$ cat src/tped_pkg.sv
// Types and constants of the tracker pattern decoder
`timescale 1ns / 1ps

package tped_pkg;

  // Byte codes seen at the start of a cell
  localparam logic [7:0] MARK_LO   = 8'd251;
  localparam logic [7:0] MARK_HI   = 8'd253;
  localparam logic [7:0] NOTE_NONE = 8'd255;
  localparam logic [7:0] NOTE_ZERO = 8'd0;

  // Effect and volume limits
  localparam logic [3:0] FX_NONE  = 4'd0;
  localparam logic [3:0] FX_SPEED = 4'd1;
  localparam logic [3:0] FX_COUNT = 4'd10;
  localparam logic [6:0] VOL_MAX  = 7'd64;

  // One decoded cell
  typedef struct packed {
    logic [7:0] note;
    logic [4:0] instrument;
    logic [6:0] volume;
    logic [3:0] effect;
    logic [7:0] effect_param;
    logic [1:0] channel;
    logic [5:0] row;
    logic       pattern_end;
  } cell_t;

  // Note byte to note number: 1 + low nibble + 12 * (2 + high nibble)
  function automatic logic [7:0] note_of(input logic [7:0] b);
    logic [7:0] octave;
    begin
      octave = 8'({4'b0000, b[7:4]} * 8'd12);
      if (b == NOTE_ZERO || b == NOTE_NONE) begin
        note_of = 8'd0;
      end else begin
        note_of = octave + 8'd25 + {4'b0000, b[3:0]};
      end
    end
  endfunction

endpackage

$ cat src/tped_if.sv
// Valid/ready channels for pattern bytes and decoded cells
`timescale 1ns / 1ps

interface tped_in_if;
  logic       valid;
  logic       ready;
  logic [7:0] stream_byte;

  modport source (output valid, output stream_byte, input ready);
  modport sink   (input valid, input stream_byte, output ready);
endinterface

interface tped_out_if;
  logic       valid;
  logic       ready;
  logic [7:0] note;
  logic [4:0] instrument;
  logic [6:0] volume;
  logic [3:0] effect;
  logic [7:0] effect_param;
  logic [1:0] channel;
  logic [5:0] row;
  logic       pattern_end;

  modport source (output valid, output note, output instrument, output volume,
                  output effect, output effect_param, output channel, output row,
                  output pattern_end, input ready);
  modport sink   (input valid, input note, input instrument, input volume,
                  input effect, input effect_param, input channel, input row,
                  input pattern_end, output ready);
endinterface

$ cat src/tracker_pattern_event_decoder.sv
// Top level of the packed tracker pattern decoder
`timescale 1ns / 1ps

// Takes packed pattern data one byte per word on in_ch and delivers one
// decoded cell per word on out_ch, visiting channels first, then rows, and
// flagging the last cell of each pattern with pattern_end. A marker byte
// (251 to 253) at the start of a cell yields an empty cell from that byte
// alone; any other start byte opens a four-byte cell that is delivered after
// its fourth byte. The block takes one byte every cycle while out_ch is not
// stalled: each byte passes an input register, the field step, and an output
// register, so a cell is shown on out_ch from the output register once its
// last byte has been consumed by the field step. The two registers are the
// only buffering, so a stall on out_ch stops input only when both are full.
module tracker_pattern_event_decoder #(
  parameter int CHANNELS = 4,
  parameter int ROWS     = 64
) (
  input  logic              clk,
  input  logic              rst_n,
  tped_in_if.sink           in_ch,
  tped_out_if.source        out_ch
);

  logic            in_valid_r;
  logic [7:0]      in_byte_r;
  logic            out_valid_r, out_valid_nxt;
  tped_pkg::cell_t out_cell_r;

  logic            consume;
  logic            cell_done;
  tped_pkg::cell_t step_cell;

  // Consume the held byte when the output register is free or being drained
  assign consume     = in_valid_r && (!out_valid_r || out_ch.ready);
  assign in_ch.ready = !in_valid_r || consume;

  tped_field_step #(
    .CHANNELS (CHANNELS),
    .ROWS     (ROWS)
  ) u_step (
    .clk         (clk),
    .rst_n       (rst_n),
    .step_en     (consume),
    .stream_byte (in_byte_r),
    .cell_done   (cell_done),
    .dec_cell    (step_cell)
  );

  // Input register
  always_ff @(posedge clk) begin
    if (!rst_n) begin
      in_valid_r <= 1'b0;
    end else if (in_ch.ready) begin
      in_valid_r <= in_ch.valid;
    end
  end

  always_ff @(posedge clk) begin
    if (in_ch.valid && in_ch.ready) begin
      in_byte_r <= in_ch.stream_byte;
    end
  end

  // Output register: load a finished cell, drop a taken one
  always_comb begin
    out_valid_nxt = out_valid_r;
    if (consume) begin
      out_valid_nxt = cell_done;
    end else if (out_ch.ready) begin
      out_valid_nxt = 1'b0;
    end
  end

  always_ff @(posedge clk) begin
    if (!rst_n) begin
      out_valid_r <= 1'b0;
    end else begin
      out_valid_r <= out_valid_nxt;
    end
  end

  always_ff @(posedge clk) begin
    if (consume && cell_done) begin
      out_cell_r <= step_cell;
    end
  end

  assign out_ch.valid        = out_valid_r;
  assign out_ch.note         = out_cell_r.note;
  assign out_ch.instrument   = out_cell_r.instrument;
  assign out_ch.volume       = out_cell_r.volume;
  assign out_ch.effect       = out_cell_r.effect;
  assign out_ch.effect_param = out_cell_r.effect_param;
  assign out_ch.channel      = out_cell_r.channel;
  assign out_ch.row          = out_cell_r.row;
  assign out_ch.pattern_end  = out_cell_r.pattern_end;

endmodule

$ cat src/tped_field_step.sv
// Per-byte field step: cell assembly state and channel/row position
`timescale 1ns / 1ps

module tped_field_step #(
  parameter int CHANNELS = 4,
  parameter int ROWS     = 64
) (
  input  logic                clk,
  input  logic                rst_n,
  input  logic                step_en,
  input  logic [7:0]          stream_byte,
  output logic                cell_done,
  output tped_pkg::cell_t     dec_cell
);

  localparam logic [1:0] POS_NOTE  = 2'd0;
  localparam logic [1:0] POS_INSTR = 2'd1;
  localparam logic [1:0] POS_VOLFX = 2'd2;
  localparam logic [1:0] POS_PARAM = 2'd3;

  localparam logic [1:0] CH_LAST  = 2'(CHANNELS - 1);
  localparam logic [5:0] ROW_LAST = 6'(ROWS - 1);

  logic [1:0] pos_r, pos_nxt;
  logic [7:0] note_r, note_nxt;
  logic [4:0] ins_r, ins_nxt;
  logic [6:0] vol_r, vol_nxt;
  logic [3:0] fx_r, fx_nxt;
  logic [1:0] chan_r, chan_nxt;
  logic [5:0] row_r, row_nxt;

  logic       is_marker;
  logic [6:0] vol_sum;

  assign is_marker = stream_byte inside {[tped_pkg::MARK_LO:tped_pkg::MARK_HI]};
  assign vol_sum   = vol_r + {stream_byte[7:4], 3'b000};

  // Decode one byte at the current position within the cell
  always_comb begin
    pos_nxt   = pos_r;
    note_nxt  = note_r;
    ins_nxt   = ins_r;
    vol_nxt   = vol_r;
    fx_nxt    = fx_r;
    cell_done = 1'b0;
    dec_cell.note         = note_r;
    dec_cell.instrument   = ins_r;
    dec_cell.volume       = vol_r;
    dec_cell.effect       = fx_r;
    dec_cell.effect_param = stream_byte;
    case (pos_r)
      POS_NOTE: begin
        if (is_marker) begin
          // empty cell right away
          cell_done             = 1'b1;
          dec_cell.note         = 8'd0;
          dec_cell.instrument   = 5'd0;
          dec_cell.volume       = 7'd0;
          dec_cell.effect       = tped_pkg::FX_NONE;
          dec_cell.effect_param = 8'd0;
        end else begin
          note_nxt = tped_pkg::note_of(stream_byte);
          pos_nxt  = POS_INSTR;
        end
      end
      POS_INSTR: begin
        vol_nxt = {4'b0000, stream_byte[2:0]};
        ins_nxt = stream_byte[7:3];
        pos_nxt = POS_VOLFX;
      end
      POS_VOLFX: begin
        vol_nxt = (vol_sum > tped_pkg::VOL_MAX) ? 7'd0 : vol_sum + 7'd1;
        fx_nxt  = (stream_byte[3:0] < tped_pkg::FX_COUNT) ? stream_byte[3:0]
                                                           : tped_pkg::FX_NONE;
        pos_nxt = POS_PARAM;
      end
      POS_PARAM: begin
        // set speed keeps only the high nibble
        if (fx_r == tped_pkg::FX_SPEED) begin
          dec_cell.effect_param = {4'b0000, stream_byte[7:4]};
        end
        cell_done = 1'b1;
        pos_nxt   = POS_NOTE;
      end
      default: begin
        pos_nxt = POS_NOTE;
      end
    endcase
    dec_cell.channel     = chan_r;
    dec_cell.row         = row_r;
    dec_cell.pattern_end = (chan_r == CH_LAST) && (row_r == ROW_LAST);
  end

  // Advance channel first, then row, wrapping both
  always_comb begin
    chan_nxt = chan_r;
    row_nxt  = row_r;
    if (cell_done) begin
      if (chan_r == CH_LAST) begin
        chan_nxt = 2'd0;
        row_nxt  = (row_r == ROW_LAST) ? 6'd0 : row_r + 6'd1;
      end else begin
        chan_nxt = chan_r + 2'd1;
      end
    end
  end

  // Hold state until a byte is consumed
  always_ff @(posedge clk) begin
    if (!rst_n) begin
      pos_r  <= POS_NOTE;
      note_r <= 8'd0;
      ins_r  <= 5'd0;
      vol_r  <= 7'd0;
      fx_r   <= tped_pkg::FX_NONE;
      chan_r <= 2'd0;
      row_r  <= 6'd0;
    end else if (step_en) begin
      pos_r  <= pos_nxt;
      note_r <= note_nxt;
      ins_r  <= ins_nxt;
      vol_r  <= vol_nxt;
      fx_r   <= fx_nxt;
      chan_r <= chan_nxt;
      row_r  <= row_nxt;
    end
  end

endmodule

$ cat src/flat_wrapper.sv
// flat-port wrapper written by rule: the top's interface ports become plain ports
module tracker_pattern_event_decoder_flat 
#(
  parameter int CHANNELS = 4,
  parameter int ROWS     = 64
)
  (clk, rst_n, in_ch_valid, in_ch_stream_byte, in_ch_ready, out_ch_valid, out_ch_note, out_ch_instrument, out_ch_volume, out_ch_effect, out_ch_effect_param, out_ch_channel, out_ch_row, out_ch_pattern_end, out_ch_ready);
  tped_in_if in_ch_i ();
  tped_out_if out_ch_i ();
  input  logic clk;
  input  logic rst_n;
  input wire logic [$bits(in_ch_i.valid)-1:0] in_ch_valid;
  input wire logic [$bits(in_ch_i.stream_byte)-1:0] in_ch_stream_byte;
  output wire logic [$bits(in_ch_i.ready)-1:0] in_ch_ready;
  output wire logic [$bits(out_ch_i.valid)-1:0] out_ch_valid;
  output wire logic [$bits(out_ch_i.note)-1:0] out_ch_note;
  output wire logic [$bits(out_ch_i.instrument)-1:0] out_ch_instrument;
  output wire logic [$bits(out_ch_i.volume)-1:0] out_ch_volume;
  output wire logic [$bits(out_ch_i.effect)-1:0] out_ch_effect;
  output wire logic [$bits(out_ch_i.effect_param)-1:0] out_ch_effect_param;
  output wire logic [$bits(out_ch_i.channel)-1:0] out_ch_channel;
  output wire logic [$bits(out_ch_i.row)-1:0] out_ch_row;
  output wire logic [$bits(out_ch_i.pattern_end)-1:0] out_ch_pattern_end;
  input wire logic [$bits(out_ch_i.ready)-1:0] out_ch_ready;
  assign in_ch_i.valid = in_ch_valid;
  assign in_ch_i.stream_byte = in_ch_stream_byte;
  assign in_ch_ready = in_ch_i.ready;
  assign out_ch_valid = out_ch_i.valid;
  assign out_ch_note = out_ch_i.note;
  assign out_ch_instrument = out_ch_i.instrument;
  assign out_ch_volume = out_ch_i.volume;
  assign out_ch_effect = out_ch_i.effect;
  assign out_ch_effect_param = out_ch_i.effect_param;
  assign out_ch_channel = out_ch_i.channel;
  assign out_ch_row = out_ch_i.row;
  assign out_ch_pattern_end = out_ch_i.pattern_end;
  assign out_ch_i.ready = out_ch_ready;
  tracker_pattern_event_decoder #(.CHANNELS(CHANNELS), .ROWS(ROWS)) u_core (.clk(clk), .rst_n(rst_n), .in_ch(in_ch_i), .out_ch(out_ch_i));
endmodule
$ cat config.mk
export PLATFORM = sky130hd
export DESIGN_NAME = tracker_pattern_event_decoder_flat
export DESIGN_NICKNAME = d
export VERILOG_FILES = /design/src/tped_pkg.sv /design/src/tped_if.sv /design/src/tracker_pattern_event_decoder.sv /design/src/tped_field_step.sv /design/src/flat_wrapper.sv
export SDC_FILE = /design/constraint.sdc
export NUM_CORES = 1
export LEC_CHECK = 0
export BUFFER_PORTS_ARGS = -buffer_cell sky130_fd_sc_hd__buf_2
export CAP_MARGIN = 20
export CORE_MARGIN = 10
export CORE_UTILIZATION = 45
export DETAILED_ROUTE_END_ITERATION = 8
export PLACE_DENSITY = 0.78
export SYNTH_ARGS = -nofsm -noshare
export SYNTH_HDL_FRONTEND = slang
export SYNTH_SLANG_ARGS = --single-unit
$ cat constraint.sdc
create_clock -name clk -period 2.6 [get_ports clk]
set_clock_uncertainty 0.15 [all_clocks]
set_input_delay 0 -clock clk [delete_from_list [all_inputs] [get_ports clk]]
set_output_delay 0 -clock clk [all_outputs]
set_load 0.1 [all_outputs]
==> results.txt, run 1 <==
----------------------------------------------------
[STA]
  FMAX ... 0.393 GHz
  Tightest Pin Transition ... 0.496 ns
  Worst relative slew slack ... 67.1%
  Number of pins with negative max-slew slack in the final report ... 0
  Unrepaired setup endpoints after global routing ... yes
  Minimum setup slack in the final design ... 0.0543 ns
  Final cycle utilization of the critical path ... 97.9%
  Clock period minus final worst setup slack ... 2.55 ns
  Final hold viol count ... 0
  Setup Viol. Count Final ... 0
  Final-layout worst hold slack ... 0.194 ns

[Floorplan]
  Vertical die dimension ... 114 microns
  Floorplan Core Area ... 8640 sq um
  Starting density of the core ... 45.9%
  Die boundary width ... 114 microns
  Die Footprint ... 13000 sq um
  Cell row count ... 34
  Number of ports placed on the die boundary ... 55

[Finish]
  Final cell count without fillers ... 566
  Net total in the final layout ... 496
  Commonest non-fill, non-tap cell in the layout ... buf_2
  Top library cells by usage in the layout, fill and taps aside ... 54 x buf_2, 49 x edfxtp_1, 35 x dfxtp_1
  Filler cells ... 712
  Area added between synthesis and finish ... 24.0%
  Count of inserted antenna diode cells ... 0
  Layout cell share with drive strength beyond 1 ... 24.2%

[Logic synthesis]
  Xor-xnor portion of the synthesized cell area ... 2.43%
  Number of warnings reported in the yosys synthesis log ... 0
  Number of synthesized flops with an enable pin ... 49
  Fraction of the mapped netlist area in adder cells ... 10.2%
  Fraction of registers with async set/reset ... 0%
  Count of cell types in the netlist ... 50
  Simple-gate share of the synthesized area ... 17.4%
  Share of the yosys chip area belonging to registers ... 55.4%
  Post-synthesis register bit count ... 85
  Post-Syn Nets ... 401
  Synthesized-area fraction occupied by ao, oa, aoi and oai cells ... 10.9%
  Syn_area_per_cell ... 11.1 sq um
  Cells after Synth ... 358
  Combined area of all synthesized cells ... 3960 sq um
  Mux cell area share after synthesis ... 0.758%
  Primary flip-flop cell chosen by synthesis mapping ... edfxtp_1
  Main combinational cell family by area after synthesis ... simple AND/OR/NAND/NOR gates

[Critical path]
  Data arrival time of the worst path ... 2.65 ns
  Destination of the worst register-to-register timing path ... u_core.u_step.note_r[7]
  Cell count of the worst reg-to-reg path ... 9
  Critical path data required time ... 2.71 ns
  Startpoint class of the critical path ... flip-flop
  Kind of critical path ... reg2reg
  Critical path endpoint category ... flip-flop
  Critical Path Fanout Max ... 5
  R2r startpoint ... u_core.in_byte_r[5]
  Setup slack, reg-to-reg ... 0.05 ns

[Pwr]
  Worst vdd rail ir drop ... 0.275 mV
  Leak ... 0.00191 uW
  Power per unit of standard cell area ... 577 nW/um^2

[Global routing]
  GR Util All Layers ... 13.3%
  First-pass GRT wire length ... 14.0 mm
  Number of global-route vias before repair ... 2893
  Remaining Overflow, GRT ... 0
  Initial antenna violation count ... 0
  Largest net degree at the start of global routing ... 29

[Routing]
  M1 WL ... 3.52 mm
  Count of TritonRoute iterations in the first routing pass ... 5
  Uppermost layer routed ... met4
  Number of DRC markers after the initial detailed-route iteration ... 164
  Detailed route wirelength on metal2 ... 4.34 mm
  Avg Vias per Cell ... 5.27
  Total wire length after detailed routing ... 8.60 mm
  DRC Markers ... 0
  Antenna viol nets, final ... 0
  Wirelength per Cell ... 15.2 microns
  Met3 routed WL ... 561 microns
  Via total after detailed routing ... 2985

[Place]
  Weighted congestion reported at the end of routability-driven placement ... 0.844
  Post-detail-place hpwl ... 6.18 mm
  Placed Cells incl. Taps ... 528
  Worst slack, placed ... -0.00122 ns
  Count of input and output buffers ... 54

[Clocking]
  # clock sinks ... 85
  Clock edge transition at the registers on the reported setup and hold paths ... 0.08 ns
  Maximum count of clock buffers along a single path ... 2
  Skew-Pair Late Insertion Delay ... 0.36 ns
  Clock H-tree levels ... 3
  Buffer cell driving the clock tree root ... clkbuf_8
  Clock buffer count from CTS ... 9
  TritonCTS clock tree ... done

[Hold path]
  Worst hold path type ... in2reg
  Worst Hold End ... u_core.in_byte_r[1]
  Worst Min Path Start ... in_ch_stream_byte[1]
  WHS Path Cells ... 2

[Run]
  Max-capacitance violation count ... 0

[Status]
  Run status ... finished, final reports clean

----------------------------------------------------
[cell families (layout without fill, tap and decap cells)]
group | Yosys count | in the layout
AO/OA/AOI/OAI | 69 | 69
AND/OR/NAND/NOR | 130 | 130
buffers and inverters | 29 | 129
multiplexers | 3 | 3
XOR/XNOR | 11 | 11
adder cells (fa/ha/maj) | 31 | 31
flip-flops | 85 | 85
[metrics by stage]
step	cell area [sq um]	util (%)	setup TNS (ns)	power [uW]
floorplan	3970	-	-0.000547	1780
global placement	4470	51.8	0	1870
detailed placement	4470	51.8	-0.00122	1890
CTS	4800	55.6	0	2810
global route	4910	56.9	-0.0748	2970
finish	4910	56.9	0	2830
[cell type report]
class	instances	area (sq um)	area share (%)
inverters	20	77.6	1.58
repair buffers	93	609	12.4
clock buffers	10	128	2.60
clock inverters	6	62.6	1.27
well taps	108	135	2.75
flip-flops and latches	85	2190	44.7
multi-input cells	244	1710	34.7
[timing repair]
action                                  CTS  global route
hold buffers                             12             0
pin swaps                                 1             5
buffers inserted                          3             7
resized for setup                         1            11
endpoints found under the setup margin    1            13
endpoints found under the hold margin    18             0
[synthesized netlist by cell type, drive strengths merged, types with 2 or more instances]
cell | count | share of area, %
edfxtp | 49 | 37
nand3 | 29 | 3.8
and3 | 4 | 0.63
nand2 | 31 | 2.9
o31ai | 3 | 0.57
a22o | 4 | 0.88
a32o | 2 | 0.51
dfxtp | 36 | 18
mux2i | 3 | 0.76
fa | 2 | 1.0
nor2 | 10 | 0.95
o21ai | 9 | 1.1
nand2b | 4 | 0.63
nor3 | 7 | 0.88
nor2b | 3 | 0.47
a21oi | 33 | 4.2
ha | 29 | 9.2
buf | 3 | 0.51
or3 | 2 | 0.44
o211ai | 2 | 0.38
xnor2 | 6 | 1.3
a21o | 2 | 0.38
xor2 | 5 | 1.1
a31oi | 2 | 0.32
or4 | 3 | 0.57
a221oi | 2 | 0.44
and2 | 31 | 4.9
clkbuf | 6 | 0.57
inv | 20 | 1.9
a211oi | 2 | 0.38
[how the worst max path moves through the flow]
stage                              startpoint                       to  slack [ns]  cells after the start
after floorplan           u_core.in_byte_r[5]   u_core.u_step.row_r[2]     -0.0005                      8
after global placement    u_core.in_byte_r[5]  u_core.u_step.note_r[7]        0.11                      9
after detailed placement  u_core.in_byte_r[4]  u_core.u_step.note_r[7]      -0.001                      9
after CTS                 u_core.in_byte_r[5]  u_core.u_step.note_r[7]        0.03                      9
after global routing      u_core.in_byte_r[4]  u_core.u_step.note_r[7]       -0.05                      9
final                     u_core.in_byte_r[5]  u_core.u_step.note_r[7]        0.05                      9
[report_power, final]
part	internal, uW	switching (uW)
clock	442	455
sequential	1450	28.8
combinational	213	242
total	2110	725
[state kept, by name (all words and copies together) (netlist names)]
register	cells
u_core.in_byte_r	8
u_core.in_valid_r	1
u_core.out_ch.channel	2
u_core.out_ch.effect	4
u_core.out_ch.effect_param	8
u_core.out_ch.instrument	5
u_core.out_ch.note	8
u_core.out_ch.pattern_end	1
u_core.out_ch.row	6
u_core.out_ch.valid	1
u_core.out_ch.volume	7
u_core.u_step.chan_r	2
u_core.u_step.fx_r	4
u_core.u_step.ins_r	5
u_core.u_step.note_r	8
u_core.u_step.pos_r	2
u_core.u_step.row_r	6
u_core.u_step.vol_r	7
[routing by layer]
| metal | vias up | track usage (%) |
|---|---|---|
| met5 | - | 0 |
| met4 | 0 | 7.10 |
| met3 | 15 | 3.31 |
| met2 | 89 | 22.0 |
| met1 | 1405 | 15.6 |
| li1 | 1476 | - |
[critical path: stages, from the launching register on]
cell and delay [ns]:
edfxtp_1 0.46, buf_4 0.19, fa_1 0.45, xor2_1 0.18
ha_1 0.33, o21a_1 0.15, a21oi_2 0.14, nor3_2 0.05
xnor2_1 0.13, a32o_1 0.21
(Power assumes the default switching activity.)
==> inputs of run 2 (changes only) <==
Settings changed: SETUP_SLACK_MARGIN set to 0.2.
==> run 2 against run 1 <==
Against the previous run:
- non-clock buffer count grew 4
- cell area is 6.6% higher
- critical path depth increased by 2
- largest power group unchanged
- highest routed layer unchanged
- largest cell class unchanged
- sequential power is essentially flat
- sequential cell count is the same
- register-to-register slack got worse by 0.05 ns
==> results.txt, run 2 (same netlist as run 1, synthesis figures left out) <==
----------------------------------------------------
[Critical path]
  Destination of the worst register-to-register timing path ... u_core.u_step.note_r[7]
  Critical path data required time ... 2.70 ns (about the same)
  Cell count of the worst reg-to-reg path ... 11 (+2)
  Setup slack, reg-to-reg ... 0.004 ns (-0.05 ns)
  Critical path endpoint category ... flip-flop
  Critical Path Fanout Max ... 4 (-1)
  Kind of critical path ... reg2reg
  Data arrival time of the worst path ... 2.69 ns (+0.04 ns)
  Startpoint class of the critical path ... flip-flop
  R2r startpoint ... u_core.in_byte_r[5]

[STA]
  Number of pins with negative max-slew slack in the final report ... 0 (unchanged)
  Unrepaired setup endpoints after global routing ... yes
  Setup Viol. Count Final ... 0 (unchanged)
  Final cycle utilization of the critical path ... 99.9% (+1.9 points)
  Setup TNS ... 0 ns (unchanged)
  Final hold viol count ... 0 (unchanged)
  FMAX ... 0.385 GHz (-1.9%)
  Tightest Pin Transition ... 0.549 ns (+0.0524 ns)
  Clock period minus final worst setup slack ... 2.60 ns (+0.0506 ns)
  Worst relative slew slack ... 63.4% (-3.8 points)

[Finish]
  Commonest non-fill, non-tap cell in the layout ... buf_2
  Final cell utilization of the core ... 60.6% (+3.7 points)
  Area added between synthesis and finish ... 32.2%
  Net total in the final layout ... 504 (+1.6%)
  Top library cells by usage in the layout, fill and taps aside ... 54 x buf_2, 49 x edfxtp_1, 35 x dfxtp_1, 31 x and2_1, 30 x nand2_1
  Final std cell area, no fill ... 5240 sq um (+6.6%)
  FF/Latch Area ... 2190 sq um (unchanged)
  Layout cell share with drive strength beyond 1 ... 30.3% (+6.0 points)
  Multi-input combinational cell area ... 1840 sq um (+7.6%)
  Count of inserted antenna diode cells ... 0 (unchanged)
  Filler cells ... 683 (-4.1%)

[Pwr]
  Net switching power ... 789 uW (+8.8%)
  Comb pwr share ... 17.5% (+1.5 points)
  Internal Dissipation ... 2100 uW (-0.32%)
  Net Sw Frac ... 27.3% (+1.7 points)
  Power per unit of standard cell area ... 552 nW/um^2 (-4.3%)
  Share of power burned in the clock network ... 31.3% (-0.4 points)
  Worst vdd rail ir drop ... 0.299 mV (+8.9%)
  Register share of total power ... 51.2% (-1.1 points)
  Leak ... 0.00206 uW (+7.5%)

[Clocking]
  Clock edge transition at the registers on the reported setup and hold paths ... 0.08 ns (about the same)
  Skew-Pair Late Insertion Delay ... 0.35 ns (about the same)
  Buffer cell driving the clock tree root ... clkbuf_8
  # clock sinks ... 85 (unchanged)
  Maximum count of clock buffers along a single path ... 2 (unchanged)
  Clock buffer count from CTS ... 9 (unchanged)
  Clock H-tree levels ... 3 (unchanged)
  TritonCTS clock tree ... done

[Global routing]
  Largest net degree at the start of global routing ... 47 (+62%)
  First-pass GRT wire length ... 14.1 mm (+0.69%)
  Remaining Overflow, GRT ... 0 (unchanged)
  GR Util All Layers ... 13.2% (-0.074 points)
  Initial antenna violation count ... 0 (unchanged)
  Number of global-route vias before repair ... 2906 (+0.45%)

[Status]
  Run status ... finished, final reports clean

[Floorplan]
  Starting density of the core ... 45.9% (unchanged)
  Vertical die dimension ... 114 microns (unchanged)
  Die Footprint ... 13000 sq um (unchanged)
  Number of ports placed on the die boundary ... 55 (unchanged)
  Cell row count ... 34 (unchanged)
  Die boundary width ... 114 microns (unchanged)
  Floorplan Core Area ... 8640 sq um (unchanged)

[Routing]
  DRC Markers ... 0 (unchanged)
  Count of TritonRoute iterations in the first routing pass ... 5 (unchanged)
  Antenna viol nets, final ... 0 (unchanged)
  Via total after detailed routing ... 3116 (+4.4%)
  Wirelength per Cell ... 16.9 microns (+11%)
  Number of DRC markers after the initial detailed-route iteration ... 184 (+12%)
  Avg Vias per Cell ... 5.43 (+2.9%)
  Total wire length after detailed routing ... 9.67 mm (+12%)

[Hold path]
  WHS Path Cells ... 2 (unchanged)
  Worst hold path type ... in2reg
  Worst Min Path Start ... in_ch_stream_byte[3]
  Worst Hold End ... u_core.in_byte_r[3]

[Place]
  Post-detail-place hpwl ... 6.29 mm (+1.9%)
  Count of input and output buffers ... 54 (unchanged)
  Post-place instance area ... 4480 sq um (+0.17%)
  Weighted congestion reported at the end of routability-driven placement ... 0.846 (+0.18%)

[Run]
  Max-capacitance violation count ... 0 (unchanged)

----------------------------------------------------
[run 2: cell type report]
type / count / share of cell area, %
sequential: 85 / 41.9
multi-input combinational: 244 / 35.1
timing repair buffer: 97 / 13.5
clock buffer: 11 / 2.89
tap: 108 / 2.58
inverter: 20 / 1.94
timing repair inverter: 4 / 1.41
clock inverter: 5 / 0.765
[run 2: timing repair]
action	in CTS	in global routing
endpoints found under the setup margin	58	61
pin swaps	4	21
gates resized for setup	11	42
hold buffers	12	0
cloned	0	5
buffers inserted	7	8
hold endpoints to repair	17	0
[run 2: worst max-delay path, cell delays in order (launching register included)]
cell      delay [ns]
edfxtp_1        0.49
inv_1           0.08
ha_1            0.30
inv_1           0.06
ha_1            0.31
inv_2           0.08
ha_4            0.21
a211o_1         0.28
a21oi_2         0.14
nor3_2          0.06
xnor2_1         0.12
a32o_1          0.21
[run 2: worst max-delay path by stage]
stage | startpoint | endpoint | slack [ns] | depth (start not counted)
CTS | u_core.in_byte_r[5] | u_core.u_step.note_r[7] | 0.06 | 9
global placement | u_core.in_byte_r[4] | u_core.u_step.note_r[7] | 0.11 | 9
global route | u_core.in_byte_r[5] | u_core.u_step.note_r[7] | -0.08 | 11
floorplan | u_core.in_byte_r[5] | u_core.u_step.note_r[7] | 0.07 | 9
finish | u_core.in_byte_r[5] | u_core.u_step.note_r[7] | 0.004 | 11
detailed placement | u_core.in_byte_r[5] | u_core.u_step.note_r[7] | 0.02 | 9
[run 2: power groups by stage]
stage / logic [uW] / registers, uW / clock network, uW
floorplan: 269 / 1520 / 0
global placement: 373 / 1510 / 0
finish: 505 / 1480 / 905
CTS: 460 / 1480 / 912
detailed placement: 391 / 1510 / 0
global route: 548 / 1480 / 970
[run 2: stage by stage]
stage | hold slack [ns] | std cells | power (uW) | setup slack [ns]
after floorplan | -0.0511 | 358 | 1790 | 0.0750
after global placement | 0.0295 | 526 | 1880 | 0.110
after detailed placement | 0.0281 | 526 | 1900 | 0.0183
after CTS | 0.192 | 561 | 2850 | 0.0611
after global routing | 0.208 | 574 | 3000 | -0.0816
final | 0.206 | 574 | 2890 | 0.00371
[run 2: metal layers]
metal  wire length [microns]  track usage, %  vias to the layer above
met5                       0               0                        -
met4                     138            3.51                        0
met3                     582            3.67                        9
met2                    4960            22.8                      109
met1                    3990            15.9                     1509
li1                        -               -                     1489
==> inputs of run 3 (changes only) <==
==> constraint.sdc (replaced) <==
create_clock -name clk -period 2.6 [get_ports clk]
set_clock_uncertainty 0.15 [all_clocks]
set_input_delay 0.13 -clock clk [delete_from_list [all_inputs] [get_ports clk]]
set_output_delay 0.13 -clock clk [all_outputs]
set_load 0.1 [all_outputs]
==> run 3 against run 2 <==
Against the previous run:
- sequential power is essentially flat
- cell area shrank 0.60%
- sequential cell count is the same
- combinational power shrank 2%
- critical path depth shrank 2
- cell count shrank 0.52%
- setup slack gained 0.016 ns
- utilization shrank 0.36 points
- non-clock buffer count shrank 3
- largest cell class unchanged
- largest power group unchanged
==> results.txt, run 3 (same netlist as run 1, synthesis figures left out) <==
----------------------------------------------------
[Status]
  Run status ... finished, final reports clean

[Routing]
  DRC Markers ... 0 (unchanged)
  Total wire length after detailed routing ... 9.47 mm (-2.1%)
  Number of DRC markers after the initial detailed-route iteration ... 175 (-4.9%)
  Via total after detailed routing ... 3060 (-1.8%)
  Count of TritonRoute iterations in the first routing pass ... 4 (-1)
  Antenna viol nets, final ... 0 (unchanged)
  Avg Vias per Cell ... 5.36 (-1.3%)
  Wirelength per Cell ... 16.6 microns (-1.6%)

[Pwr]
  Power per unit of standard cell area ... 553 nW/um^2 (+0.17%)
  Worst vdd rail ir drop ... 0.304 mV (+1.5%)
  Leak ... 0.00205 uW (-0.49%)

[Finish]
  Final std cell area, no fill ... 5200 sq um (-0.60%)
  Top library cells by usage in the layout, fill and taps aside ... 54 x buf_2, 49 x edfxtp_1, 35 x dfxtp_1, 31 x and2_1, 30 x nand2_1
  Final cell count without fillers ... 571 (-0.52%)
  Commonest non-fill, non-tap cell in the layout ... buf_2
  Layout cell share with drive strength beyond 1 ... 30.5% (+0.20 points)
  Area added between synthesis and finish ... 31.4%
  Net total in the final layout ... 501 (-0.60%)
  Filler cells ... 691 (+1.2%)
  Count of inserted antenna diode cells ... 0 (unchanged)

[Critical path]
  Kind of critical path ... reg2reg
  Critical path endpoint category ... flip-flop
  Crit path top cell by count ... ha_4
  Delay of the slowest cell on the worst path ... 0.55 ns (+0.06 ns)
  Critical Path Fanout Max ... 4 (unchanged)
  Slowest CP cell ... fa_2
  Data arrival time of the worst path ... 2.67 ns (-0.02 ns)
  Critical path data required time ... 2.69 ns (about the same)
  Startpoint class of the critical path ... flip-flop
  CP Cell Sequence ... ha_4 > fa_2 > inv_2 > ha_4 > o21a_1 > a21oi_2 > nor3_2 > xnor2_1 > a32o_1

[Floorplan]
  Vertical die dimension ... 114 microns (unchanged)
  Starting density of the core ... 45.9% (unchanged)
  Cell row count ... 34 (unchanged)
  Number of ports placed on the die boundary ... 55 (unchanged)
  Die boundary width ... 114 microns (unchanged)
  Die Footprint ... 13000 sq um (unchanged)
  Floorplan Core Area ... 8640 sq um (unchanged)

[Clocking]
  Skew-Pair Late Insertion Delay ... 0.35 ns (about the same)
  # clock sinks ... 85 (unchanged)
  Buffer cell driving the clock tree root ... clkbuf_8
  Maximum count of clock buffers along a single path ... 2 (unchanged)
  Clock H-tree levels ... 3 (unchanged)
  Clock buffer count from CTS ... 9 (unchanged)
  Clock edge transition at the registers on the reported setup and hold paths ... 0.10 ns (+0.02 ns)
  TritonCTS clock tree ... done

[Place]
  Count of input and output buffers ... 54 (unchanged)
  Weighted congestion reported at the end of routability-driven placement ... 0.846 (unchanged)
  Post-place instance area ... 4480 sq um (unchanged)
  Placed Cells incl. Taps ... 526 (unchanged)
  Post-detail-place hpwl ... 6.29 mm (unchanged)

[STA]
  Final-layout worst hold slack ... 0.0284 ns (-0.178 ns)
  Final cycle utilization of the critical path ... 99.2% (-0.61 points)
  Worst relative slew slack ... 63.8% (+0.44 points)
  FMAX ... 0.388 GHz (+0.62%)
  Number of pins with negative max-slew slack in the final report ... 0 (unchanged)
  Clock period minus final worst setup slack ... 2.58 ns (-0.0159 ns)
  Setup Viol. Count Final ... 0 (unchanged)
  Tightest Pin Transition ... 0.542 ns (-0.00664 ns)
  Unrepaired setup endpoints after global routing ... yes
  Final hold viol count ... 0 (unchanged)

[Global routing]
  Met1 usage in global routing ... 15.9% (+0.032 points)
  Remaining Overflow, GRT ... 0 (unchanged)
  Initial antenna violation count ... 0 (unchanged)
  First-pass GRT wire length ... 14.1 mm (-0.34%)
  Met2 Usage GRT ... 22.6% (-0.19 points)
  Number of global-route vias before repair ... 2889 (-0.58%)
  Global Route met3 Usage ... 3.67% (unchanged)
  Largest net degree at the start of global routing ... 47 (unchanged)
  GR Util All Layers ... 13.2% (-0.044 points)
  Grt peak-use layer ... met2

[Run]
  Max-capacitance violation count ... 0 (unchanged)

[Hold path]
  Worst hold path type ... in2reg

----------------------------------------------------
## run 3: changes by cell type in the layout (fill, tap and decap cells not counted), sizes merged
cell	change
dlygate4sd3	-3
## run 3: report_power, final
part	total, uW	internal, uW	switching [uW]	leakage (uW)
Sequential	1480	1450	28.1	0.000726
Clock	900	409	492	0.000100
Combinational	497	237	260	0.00122
## run 3: timing repair
action	CTS	global route
cloned	0	5
pin swaps	4	18
buffers inserted	7	8
hold endpoints to repair	9	0
resized for setup	11	41
hold buffers	9	0
setup endpoints to repair	58	61
## run 3: per-layer routing
metal | vias to the layer above | part of all wire [%]
met5 | - | 0
met4 | 0 | 1.3
met3 | 8 | 5.6
met2 | 86 | 52
met1 | 1479 | 41
li1 | 1487 | -
## run 3: critical path, delay by kind of cell (launching register included)
family,cells,cell delay [ns]
compound gates,3,0.56
buf+inv,1,0.05
simple gates,1,0.05
fa+ha+maj,3,1.02
xor+xnor,1,0.12
flops,1,0.50
## run 3: final cells by class
| type | instances | area (sq um) | share of cell area [%] |
|---|---|---|---|
| Timing Repair Buffer | 94 | 671 | 12.9 |
| Clock buffer | 11 | 151 | 2.91 |
| Clock inverter | 5 | 40.0 | 0.769 |
| Sequential cell | 85 | 2190 | 42.1 |
| Inverter | 20 | 101 | 1.95 |
| Multi-Input combinational cell | 244 | 1840 | 35.3 |
| Tap cell | 108 | 135 | 2.60 |
| Timing Repair inverter | 4 | 73.8 | 1.42 |
## run 3: path summary, 6_finish.rpt
check                               start                       to  slack [ns]  cells after the start
setup / recovery      u_core.in_byte_r[5]  u_core.u_step.note_r[7]        0.02                      9
hold / removal                      rst_n   u_core.u_step.row_r[4]        0.03                      3
setup reg to reg      u_core.in_byte_r[5]  u_core.u_step.note_r[7]        0.02                      9
hold reg to reg   u_core.u_step.note_r[1]  u_core.u_step.note_r[1]        0.30                      2
## run 3: through the flow
step	total power [uW]	util (%)	setup WS, ns	setup TNS [ns]
after detailed placement	1900	51.8	0.0183	0
after CTS	2850	56.3	0.0611	0
after global routing	3000	60.3	-0.0618	-0.0732
after floorplan	1790	-	0.0750	0
after global placement	1880	51.8	0.110	0
final	2880	60.3	0.0196	0
